[config.mk]
export PLATFORM = sky130hd
export DESIGN_NAME = nibble_map_chunk_manager_flat
export DESIGN_NICKNAME = d
export VERILOG_FILES = /design/src/design/nmc_pkg.sv /design/src/design/nmc_req_if.sv /design/src/design/nmc_rsp_if.sv /design/src/design/nibble_map_chunk_manager.sv /design/src/design/nmc_ram.sv /design/src/flat_wrapper.sv
export SDC_FILE = /design/constraint.sdc
export NUM_CORES = 2
export LEC_CHECK = 0
export BUFFER_PORTS_ARGS = -buffer_cell sky130_fd_sc_hd__buf_2
export CAP_MARGIN = 25
export CORE_MARGIN = 8
export CORE_UTILIZATION = 60
export DETAILED_ROUTE_END_ITERATION = 16
export PLACE_DENSITY = 0.76
export SLEW_MARGIN = 10
export SYNTH_ARGS = -nofsm -noshare
export SYNTH_HDL_FRONTEND = slang
export SYNTH_HIERARCHICAL = 1
export SYNTH_SLANG_ARGS = --single-unit
[constraint.sdc]
create_clock -name i_clk -period 41.5 [get_ports i_clk]
set_input_delay 0 -clock i_clk [delete_from_list [all_inputs] [get_ports i_clk]]
set_output_delay 0 -clock i_clk [all_outputs]
set_load 0.05 [all_outputs]
[src/design/nmc_pkg.sv]
package nmc_pkg;

    localparam int unsigned LEN_W = 17;

    localparam logic [3:0] CONT_MARK  = 4'hF;
    localparam logic [3:0] FREE_ENTRY = 4'h0;

    localparam logic [2:0] CMD_FREE     = 3'd0;
    localparam logic [2:0] CMD_FREE_ALL = 3'd1;
    localparam logic [2:0] CMD_SIZE     = 3'd2;
    localparam logic [2:0] CMD_FIRST    = 3'd3;
    localparam logic [2:0] CMD_OWNER    = 3'd4;
    localparam logic [2:0] CMD_WRITE    = 3'd5;

    localparam logic [1:0] ST_OK        = 2'd0;
    localparam logic [1:0] ST_OUTSIDE   = 2'd1;
    localparam logic [1:0] ST_NOT_OWNER = 2'd2;
    localparam logic [1:0] ST_NOT_ALLOC = 2'd3;

    localparam logic REG_USE_BASE   = 1'b0;
    localparam logic REG_USE_LENGTH = 1'b1;

    typedef enum logic [2:0] {
        S_CLEAR,
        S_IDLE,
        S_FIRST,
        S_BACK,
        S_FWD,
        S_ALL,
        S_DONE
    } t_state;

endpackage

[src/design/nmc_req_if.sv]
interface nmc_req_if;
    logic        valid;
    logic        ready;
    logic [2:0]  command;
    logic [15:0] address;
    logic [3:0]  process_id;
    logic [3:0]  entry_value;

    modport source (output valid, command, address, process_id, entry_value, input ready);
    modport sink (input valid, command, address, process_id, entry_value, output ready);
endinterface

[src/design/nmc_rsp_if.sv]
interface nmc_rsp_if;
    logic        valid;
    logic        ready;
    logic [15:0] value;
    logic [1:0]  status;

    modport source (output valid, value, status, input ready);
    modport sink (input valid, value, status, output ready);
endinterface

[src/design/nibble_map_chunk_manager.sv]
// after reset a clearing pass writes every map entry to free, no requests taken
// write_entry, out-of-area requests and unused commands go straight from accept to the done state
// free, size, first byte, owner: walk back to the chunk start, free and size then walk forward
// over the chunk; free_all walks min(use_length, USE_BYTES) entries, one map entry per cycle
// the pace of each walk is set by the single read port of the map ram, one entry read per cycle
// a finished result waits in an output register; the next request is taken meanwhile
module nibble_map_chunk_manager
    import nmc_pkg::*;
#(
    parameter int unsigned USE_BYTES = 1024
) (
    input  logic              i_clk,
    input  logic              i_rst_n,
    nmc_req_if.sink           i_req,
    nmc_rsp_if.source         o_rsp,
    input  logic              i_cfg_we,
    input  logic              i_cfg_index,
    input  logic [15:0]       i_cfg_data
);
    localparam int unsigned AW = $clog2(USE_BYTES);

    t_state             r_state, n_state;
    logic [AW-1:0]      r_ptr, n_ptr;
    logic [2:0]         r_cmd, n_cmd;
    logic [3:0]         r_pid, n_pid;
    logic [LEN_W-1:0]   r_cnt, n_cnt;
    logic               r_in_run, n_in_run;
    logic               r_match, n_match;
    logic [15:0]        r_rval, n_rval;
    logic [1:0]         r_rst, n_rst;
    logic [15:0]        r_use_base;
    logic [10:0]        r_use_length;
    logic               r_out_valid;
    logic [15:0]        r_out_value;
    logic [1:0]         r_out_status;

    logic               ram_we;
    logic [AW-1:0]      ram_waddr;
    logic [3:0]         ram_wdata;
    logic [3:0]         rd;

    logic [LEN_W-1:0]   area_len;
    logic [15:0]        offset;
    logic               in_area;
    logic               ptr_more;
    logic               start_hit;
    logic [3:0]         run_owner;
    logic               out_free;

    nmc_ram #(.WIDTH(4), .DEPTH(USE_BYTES)) u_map (
        .i_clk   (i_clk),
        .i_we    (ram_we),
        .i_waddr (ram_waddr),
        .i_wdata (ram_wdata),
        .i_raddr (n_ptr),
        .o_rdata (rd)
    );

    assign area_len = ({6'b0, r_use_length} > LEN_W'(USE_BYTES)) ?
                      LEN_W'(USE_BYTES) : {6'b0, r_use_length};
    assign offset   = i_req.address - r_use_base;
    assign in_area  = (i_req.address >= r_use_base) && ({1'b0, offset} < area_len);
    assign ptr_more = ({{(LEN_W-AW){1'b0}}, r_ptr} + LEN_W'(1)) < area_len;
    assign out_free = !r_out_valid || o_rsp.ready;
    // a run of continuation marks with nothing before it belongs to owner 15 at the map start,
    // after a free entry the chunk starts at that free entry
    assign run_owner = (rd == CONT_MARK) ? ((r_ptr == '0) ? CONT_MARK : FREE_ENTRY) : rd;

    always_comb begin
        n_state   = r_state;
        n_ptr     = r_ptr;
        n_cmd     = r_cmd;
        n_pid     = r_pid;
        n_cnt     = r_cnt;
        n_in_run  = r_in_run;
        n_match   = r_match;
        n_rval    = r_rval;
        n_rst     = r_rst;
        ram_we    = 1'b0;
        ram_waddr = r_ptr;
        ram_wdata = FREE_ENTRY;
        start_hit = 1'b0;
        i_req.ready = 1'b0;

        case (r_state)
            S_CLEAR: begin
                ram_we = 1'b1;
                if (r_ptr == AW'(USE_BYTES - 1)) begin
                    n_ptr   = '0;
                    n_state = S_IDLE;
                end else begin
                    n_ptr = r_ptr + AW'(1);
                end
            end
            S_IDLE: begin
                i_req.ready = 1'b1;
                if (i_req.valid) begin
                    n_cmd  = i_req.command;
                    n_pid  = i_req.process_id;
                    n_rval = '0;
                    n_rst  = ST_OK;
                    if (i_req.command == CMD_FREE_ALL) begin
                        if (area_len == '0) begin
                            n_state = S_DONE;
                        end else begin
                            n_ptr    = '0;
                            n_in_run = 1'b0;
                            n_match  = 1'b0;
                            n_state  = S_ALL;
                        end
                    end else if (i_req.command > CMD_WRITE) begin
                        n_state = S_DONE;
                    end else if (!in_area) begin
                        n_rst   = ST_OUTSIDE;
                        n_state = S_DONE;
                    end else if (i_req.command == CMD_WRITE) begin
                        ram_we    = 1'b1;
                        ram_waddr = offset[AW-1:0];
                        ram_wdata = i_req.entry_value;
                        n_state   = S_DONE;
                    end else begin
                        n_ptr   = offset[AW-1:0];
                        n_state = S_FIRST;
                    end
                end
            end
            S_FIRST: begin
                if (rd == FREE_ENTRY) begin
                    n_rst   = ST_NOT_ALLOC;
                    n_state = S_DONE;
                end else if (rd == CONT_MARK && r_ptr != '0) begin
                    n_ptr   = r_ptr - AW'(1);
                    n_state = S_BACK;
                end else begin
                    start_hit = 1'b1;
                end
            end
            S_BACK: begin
                if (rd == CONT_MARK && r_ptr != '0) begin
                    n_ptr = r_ptr - AW'(1);
                end else begin
                    start_hit = 1'b1;
                end
            end
            S_FWD: begin
                if (rd == CONT_MARK) begin
                    ram_we = (r_cmd == CMD_FREE);
                    n_cnt  = r_cnt + LEN_W'(1);
                end
                if (rd == CONT_MARK && ptr_more) begin
                    n_ptr = r_ptr + AW'(1);
                end else begin
                    n_rval  = (r_cmd == CMD_SIZE) ? n_cnt[15:0] : 16'd0;
                    n_state = S_DONE;
                end
            end
            S_ALL: begin
                if (rd == CONT_MARK && r_in_run) begin
                    ram_we = r_match;
                end else begin
                    n_in_run = (rd != FREE_ENTRY);
                    n_match  = (run_owner == r_pid);
                    ram_we   = (run_owner == r_pid) && (rd != FREE_ENTRY);
                end
                if (ptr_more) begin
                    n_ptr = r_ptr + AW'(1);
                end else begin
                    n_state = S_DONE;
                end
            end
            S_DONE: begin
                if (out_free) begin
                    n_state = S_IDLE;
                end
            end
            default: begin
                n_state = S_IDLE;
            end
        endcase

        // chunk start found at r_ptr, its entry is the owner
        if (start_hit) begin
            case (r_cmd)
                CMD_OWNER: begin
                    n_rval  = {12'b0, rd};
                    n_state = S_DONE;
                end
                CMD_FIRST: begin
                    n_rval  = r_use_base + 16'(r_ptr);
                    n_state = S_DONE;
                end
                CMD_FREE, CMD_SIZE: begin
                    if (r_cmd == CMD_FREE && rd != r_pid) begin
                        n_rst   = ST_NOT_OWNER;
                        n_state = S_DONE;
                    end else begin
                        ram_we = (r_cmd == CMD_FREE);
                        n_cnt  = LEN_W'(1);
                        if (ptr_more) begin
                            n_ptr   = r_ptr + AW'(1);
                            n_state = S_FWD;
                        end else begin
                            n_rval  = (r_cmd == CMD_SIZE) ? 16'd1 : 16'd0;
                            n_state = S_DONE;
                        end
                    end
                end
                default: begin
                    n_state = S_DONE;
                end
            endcase
        end
    end

    always_ff @(posedge i_clk) begin
        if (!i_rst_n) begin
            r_state <= S_CLEAR;
            r_ptr   <= '0;
        end else begin
            r_state <= n_state;
            r_ptr   <= n_ptr;
        end
        r_cmd    <= n_cmd;
        r_pid    <= n_pid;
        r_cnt    <= n_cnt;
        r_in_run <= n_in_run;
        r_match  <= n_match;
        r_rval   <= n_rval;
        r_rst    <= n_rst;
    end

    always_ff @(posedge i_clk) begin
        if (!i_rst_n) begin
            r_use_base   <= 16'd0;
            r_use_length <= 11'd1024;
        end else if (i_cfg_we) begin
            case (i_cfg_index)
                REG_USE_BASE:   r_use_base   <= i_cfg_data;
                REG_USE_LENGTH: r_use_length <= i_cfg_data[10:0];
                default:        r_use_base   <= r_use_base;
            endcase
        end
    end

    always_ff @(posedge i_clk) begin
        if (!i_rst_n) begin
            r_out_valid <= 1'b0;
        end else if (r_state == S_DONE && out_free) begin
            r_out_valid <= 1'b1;
        end else if (o_rsp.ready) begin
            r_out_valid <= 1'b0;
        end
        if (r_state == S_DONE && out_free) begin
            r_out_value  <= r_rval;
            r_out_status <= r_rst;
        end
    end

    assign o_rsp.valid  = r_out_valid;
    assign o_rsp.value  = r_out_value;
    assign o_rsp.status = r_out_status;
endmodule

[src/design/nmc_ram.sv]
module nmc_ram #(
    parameter int unsigned WIDTH = 4,
    parameter int unsigned DEPTH = 1024
) (
    input  logic                     i_clk,
    input  logic                     i_we,
    input  logic [$clog2(DEPTH)-1:0] i_waddr,
    input  logic [WIDTH-1:0]         i_wdata,
    input  logic [$clog2(DEPTH)-1:0] i_raddr,
    output logic [WIDTH-1:0]         o_rdata
);
    logic [WIDTH-1:0] r_mem [DEPTH];
    logic [WIDTH-1:0] r_rdata;

    always_ff @(posedge i_clk) begin
        if (i_we) begin
            r_mem[i_waddr] <= i_wdata;
        end
        r_rdata <= r_mem[i_raddr];
    end

    assign o_rdata = r_rdata;
endmodule
[src/flat_wrapper.sv]
// flat-port wrapper written by rule: the top's interface ports become plain ports
module nibble_map_chunk_manager_flat import nmc_pkg::*;
#(
    parameter int unsigned USE_BYTES = 1024
)
  (i_clk, i_rst_n, i_cfg_we, i_cfg_index, i_cfg_data, i_req_valid, i_req_command, i_req_address, i_req_process_id, i_req_entry_value, i_req_ready, o_rsp_valid, o_rsp_value, o_rsp_status, o_rsp_ready);
  nmc_req_if i_req_i ();
  nmc_rsp_if o_rsp_i ();
  input  logic i_clk;
  input  logic i_rst_n;
  input  logic i_cfg_we;
  input  logic i_cfg_index;
  input  logic [15:0] i_cfg_data;
  input wire logic [$bits(i_req_i.valid)-1:0] i_req_valid;
  input wire logic [$bits(i_req_i.command)-1:0] i_req_command;
  input wire logic [$bits(i_req_i.address)-1:0] i_req_address;
  input wire logic [$bits(i_req_i.process_id)-1:0] i_req_process_id;
  input wire logic [$bits(i_req_i.entry_value)-1:0] i_req_entry_value;
  output wire logic [$bits(i_req_i.ready)-1:0] i_req_ready;
  output wire logic [$bits(o_rsp_i.valid)-1:0] o_rsp_valid;
  output wire logic [$bits(o_rsp_i.value)-1:0] o_rsp_value;
  output wire logic [$bits(o_rsp_i.status)-1:0] o_rsp_status;
  input wire logic [$bits(o_rsp_i.ready)-1:0] o_rsp_ready;
  assign i_req_i.valid = i_req_valid;
  assign i_req_i.command = i_req_command;
  assign i_req_i.address = i_req_address;
  assign i_req_i.process_id = i_req_process_id;
  assign i_req_i.entry_value = i_req_entry_value;
  assign i_req_ready = i_req_i.ready;
  assign o_rsp_valid = o_rsp_i.valid;
  assign o_rsp_value = o_rsp_i.value;
  assign o_rsp_status = o_rsp_i.status;
  assign o_rsp_i.ready = o_rsp_ready;
  nibble_map_chunk_manager #(.USE_BYTES(USE_BYTES)) u_core (.i_clk(i_clk), .i_rst_n(i_rst_n), .i_req(i_req_i), .o_rsp(o_rsp_i), .i_cfg_we(i_cfg_we), .i_cfg_index(i_cfg_index), .i_cfg_data(i_cfg_data));
endmodule
==> out/qor.csv <==
metric,value,unit
path_common_cell,buf_4,
postCtsSetupBuffers,0,
syn_area,169500,sq um
max_cap_viol_count,0,
final_core_util,66.78,%
max_freq,90.43,MHz
drt_iter0_drc,16000,
drc,0,
finalHoldViolCount,0,
vias_per_cell,7.053,
drv_slew,1,
leakage,0.05031,uW
hold-worst-slack,32.79,ps
grt-ovfl-total,0,
die_w,547.6,microns
yosysMostFrequentCell,edfxtp_1,
synth_edf_count,4123,
grt_pass1_vias,93950,
rsz0062_at_grt,false,
required,42290,ps
initial_core_util,60.21,%
grt_use_total,30.81,%
met2_usage,47.44,%
cts_buffer_depth,4,
post-route-period-util,26.65,%
grt_max_degree,231,
synth_commonest_cells,"4123 x edfxtp_1, 1179 x nor2_1, 875 x mux4_2",
cts_tree,done,
min_period,11060,ps
layout.nets,9516,
hp-class,primary input to flip-flop,
dpl.hpwl,277100,microns
start_kind,flip-flop,
numCtsBuffers,402,
fin_setup_tns,0,ps
ios,69,
slew_headroom,-2.190,%
synth_cell_types,95,
use_met3,8.784,%
yosysTopAreaCellShare,73.03,%
final.setup_skew,84.98,ps
grt_antenna_before_repair,27,
fin_cells,13510,
critPathMaxFanout,93,
core_region_area,281600,sq um
drive_gt1_share,19.35,%
place.port_buffers,68,
cts.sinks,4202,
dp.cells,12660,
first_pass_iters,7,
vias,95320,
cts.clk_slew.worst_paths,60,ps
grt_pass1_wl,671500,microns
crit_slowest_cell,buf_4,
cts.root.buffer_cell,clkbuf_16,
rows,195,
status,"complete, but fails checks",
ys_seq_area_share,73.96,%
met1_usage,41.32,%
powerDensity,64.81,nW/um^2
syn_to_final_growth,10.90,%
tightest_slew,1533,ps
synth_top_area_cell,edfxtp_1,
clk_latency,950,ps
final-setup-viol-count,0,
dieArea,299800,sq um
worstPathArrival,11850,ps
slowest_delay,780,ps
htreeDepth,5,
gp_congestion,0.9209,
ys_warn_count,6,
die_h,547.6,microns
seq_area,125400,sq um
async_flop_share,0,%
cp-end-kind,flip-flop,
syn_nets,9335,
violations,slew limit,
busiest_layer,met2,
criticalPathCategory,flip-flop to flip-flop,
ir_drop,0.1384,mV
ys_ff_latch,4202,
wl_per_cell,34.86,microns
reg2reg_slack,30440,ps
synth_area_leaders,"edfxtp_1 73%, mux4_2 12%, mux2i_1 2.8%",
syn_inst,9235,
ant_nets,0,
synth.avg_cell_area,18.36,sq um
routed_wl,471200,microns
multiInputGateArea,41160,sq um
synthFlopType,edfxtp_1,
n_fill_cell,17590,
[sequential cells by signal, indices dropped and copies added (netlist names), 2 cells and up]
name / count
u_core/u_map/r_mem: 4096
u_core/o_rsp.value: 16
u_core/r_cnt: 16
u_core/r_rval: 16
u_core/r_use_base: 16
u_core/r_use_length: 11
u_core/r_ptr: 10
u_core/r_pid: 4
u_core/u_map/o_rdata: 4
u_core/r_cmd: 3
u_core/r_state: 3
u_core/o_rsp.status: 2
u_core/r_rst: 2
[layout by cell type (no fill, tap or decap), types with 25 or more instances in the layout]
| cell type | n |
|---|---|
| bufinv_16 | 49 |
| xnor2_1 | 35 |
| inv_1 | 43 |
| mux2_2 | 29 |
| xor2_1 | 25 |
| o221ai_1 | 171 |
| nand3_4 | 25 |
| clkinv_1 | 99 |
| nor3_1 | 119 |
| mux4_2 | 875 |
| a22oi_1 | 100 |
| a21oi_1 | 226 |
| clkbuf_16 | 407 |
| mux2i_1 | 469 |
| nor4_1 | 28 |
| dfxtp_1 | 79 |
| and3_1 | 27 |
| buf_4 | 228 |
| o22ai_1 | 111 |
| nand2_1 | 301 |
| buf_2 | 68 |
| ha_1 | 49 |
| nand3_1 | 57 |
| edfxtp_1 | 4123 |
| clkinv_2 | 67 |
| o21ai_0 | 106 |
| nor2_1 | 1174 |
| dlygate4sd3_1 | 83 |
| clkbuf_1 | 77 |
| a221oi_1 | 33 |
[what timing repair did]
action                                 4_1_cts  5_1_grt
resized for setup                            0        0
endpoints found under the hold margin      334        0
hold buffers                                83        0
[worst paths after layout]
kind	from	endpoint	depth (start not counted)
max	u_core/r_use_base[0]	u_core/u_map/o_rdata[2]	30
min reg2reg	u_core/r_rst[0]	u_core/o_rsp.status[0]	0
min	i_rst_n	u_core/r_ptr[8]	3
max reg2reg	u_core/r_use_base[0]	u_core/u_map/o_rdata[2]	30
[logic make-up after synthesis]
logic type / after synthesis / synth area share [%]
flip-flops: 4202 / 73.96
buffers and inverters: 678 / 2.082
multiplexers: 1374 / 14.59
AND/OR/NAND/NOR: 1916 / 4.797
XOR/XNOR: 60 / 0.3100
AO/OA/AOI/OAI: 954 / 3.870
adder cells (fa/ha/maj): 51 / 0.3853
[routing by layer]
metal | up-vias | wire (microns)
met5 | - | 138
li1 | 37670 | -
met4 | 20 | 25560
met3 | 1297 | 63810
met2 | 7674 | 218300
met1 | 48660 | 163400
[critical path, delay by kind of cell, from the launching register on]
kind | cells | cell delay [ps]
mux | 1 | 590
fa+ha+maj | 3 | 900
simple gates | 9 | 2020
buf+inv | 6 | 4210
xor+xnor | 1 | 140
flops | 1 | 340
compound gates | 10 | 2430
[power by group]
part / switching, uW / internal (uW)
combinational: 2450 / 1430
sequential: 25.5 / 4610
clock: 1570 / 2100
total: 4040 / 8140
[layout make-up]
class,count,share of cell area (%)
well taps,3743,2.491
diodes,24,0.03194
inverters,47,0.1005
repair buffers,408,1.850
flip-flops and latches,4202,66.69
clock inverters,251,1.372
multi-input cells,4355,21.89
clock buffers,484,5.571
[metrics by stage]
stage,setup slack (ps),area (sq um),power (uW)
2_1_floorplan,22570,169500,7609
3_3_place_gp,30480,173700,8493
3_5_place_dp,30450,173800,8535
4_1_cts,30480,187700,12170
5_1_grt,29800,188000,12500
6_report,30440,188000,12190
Note: power is estimated with default switching activity, not from simulation.
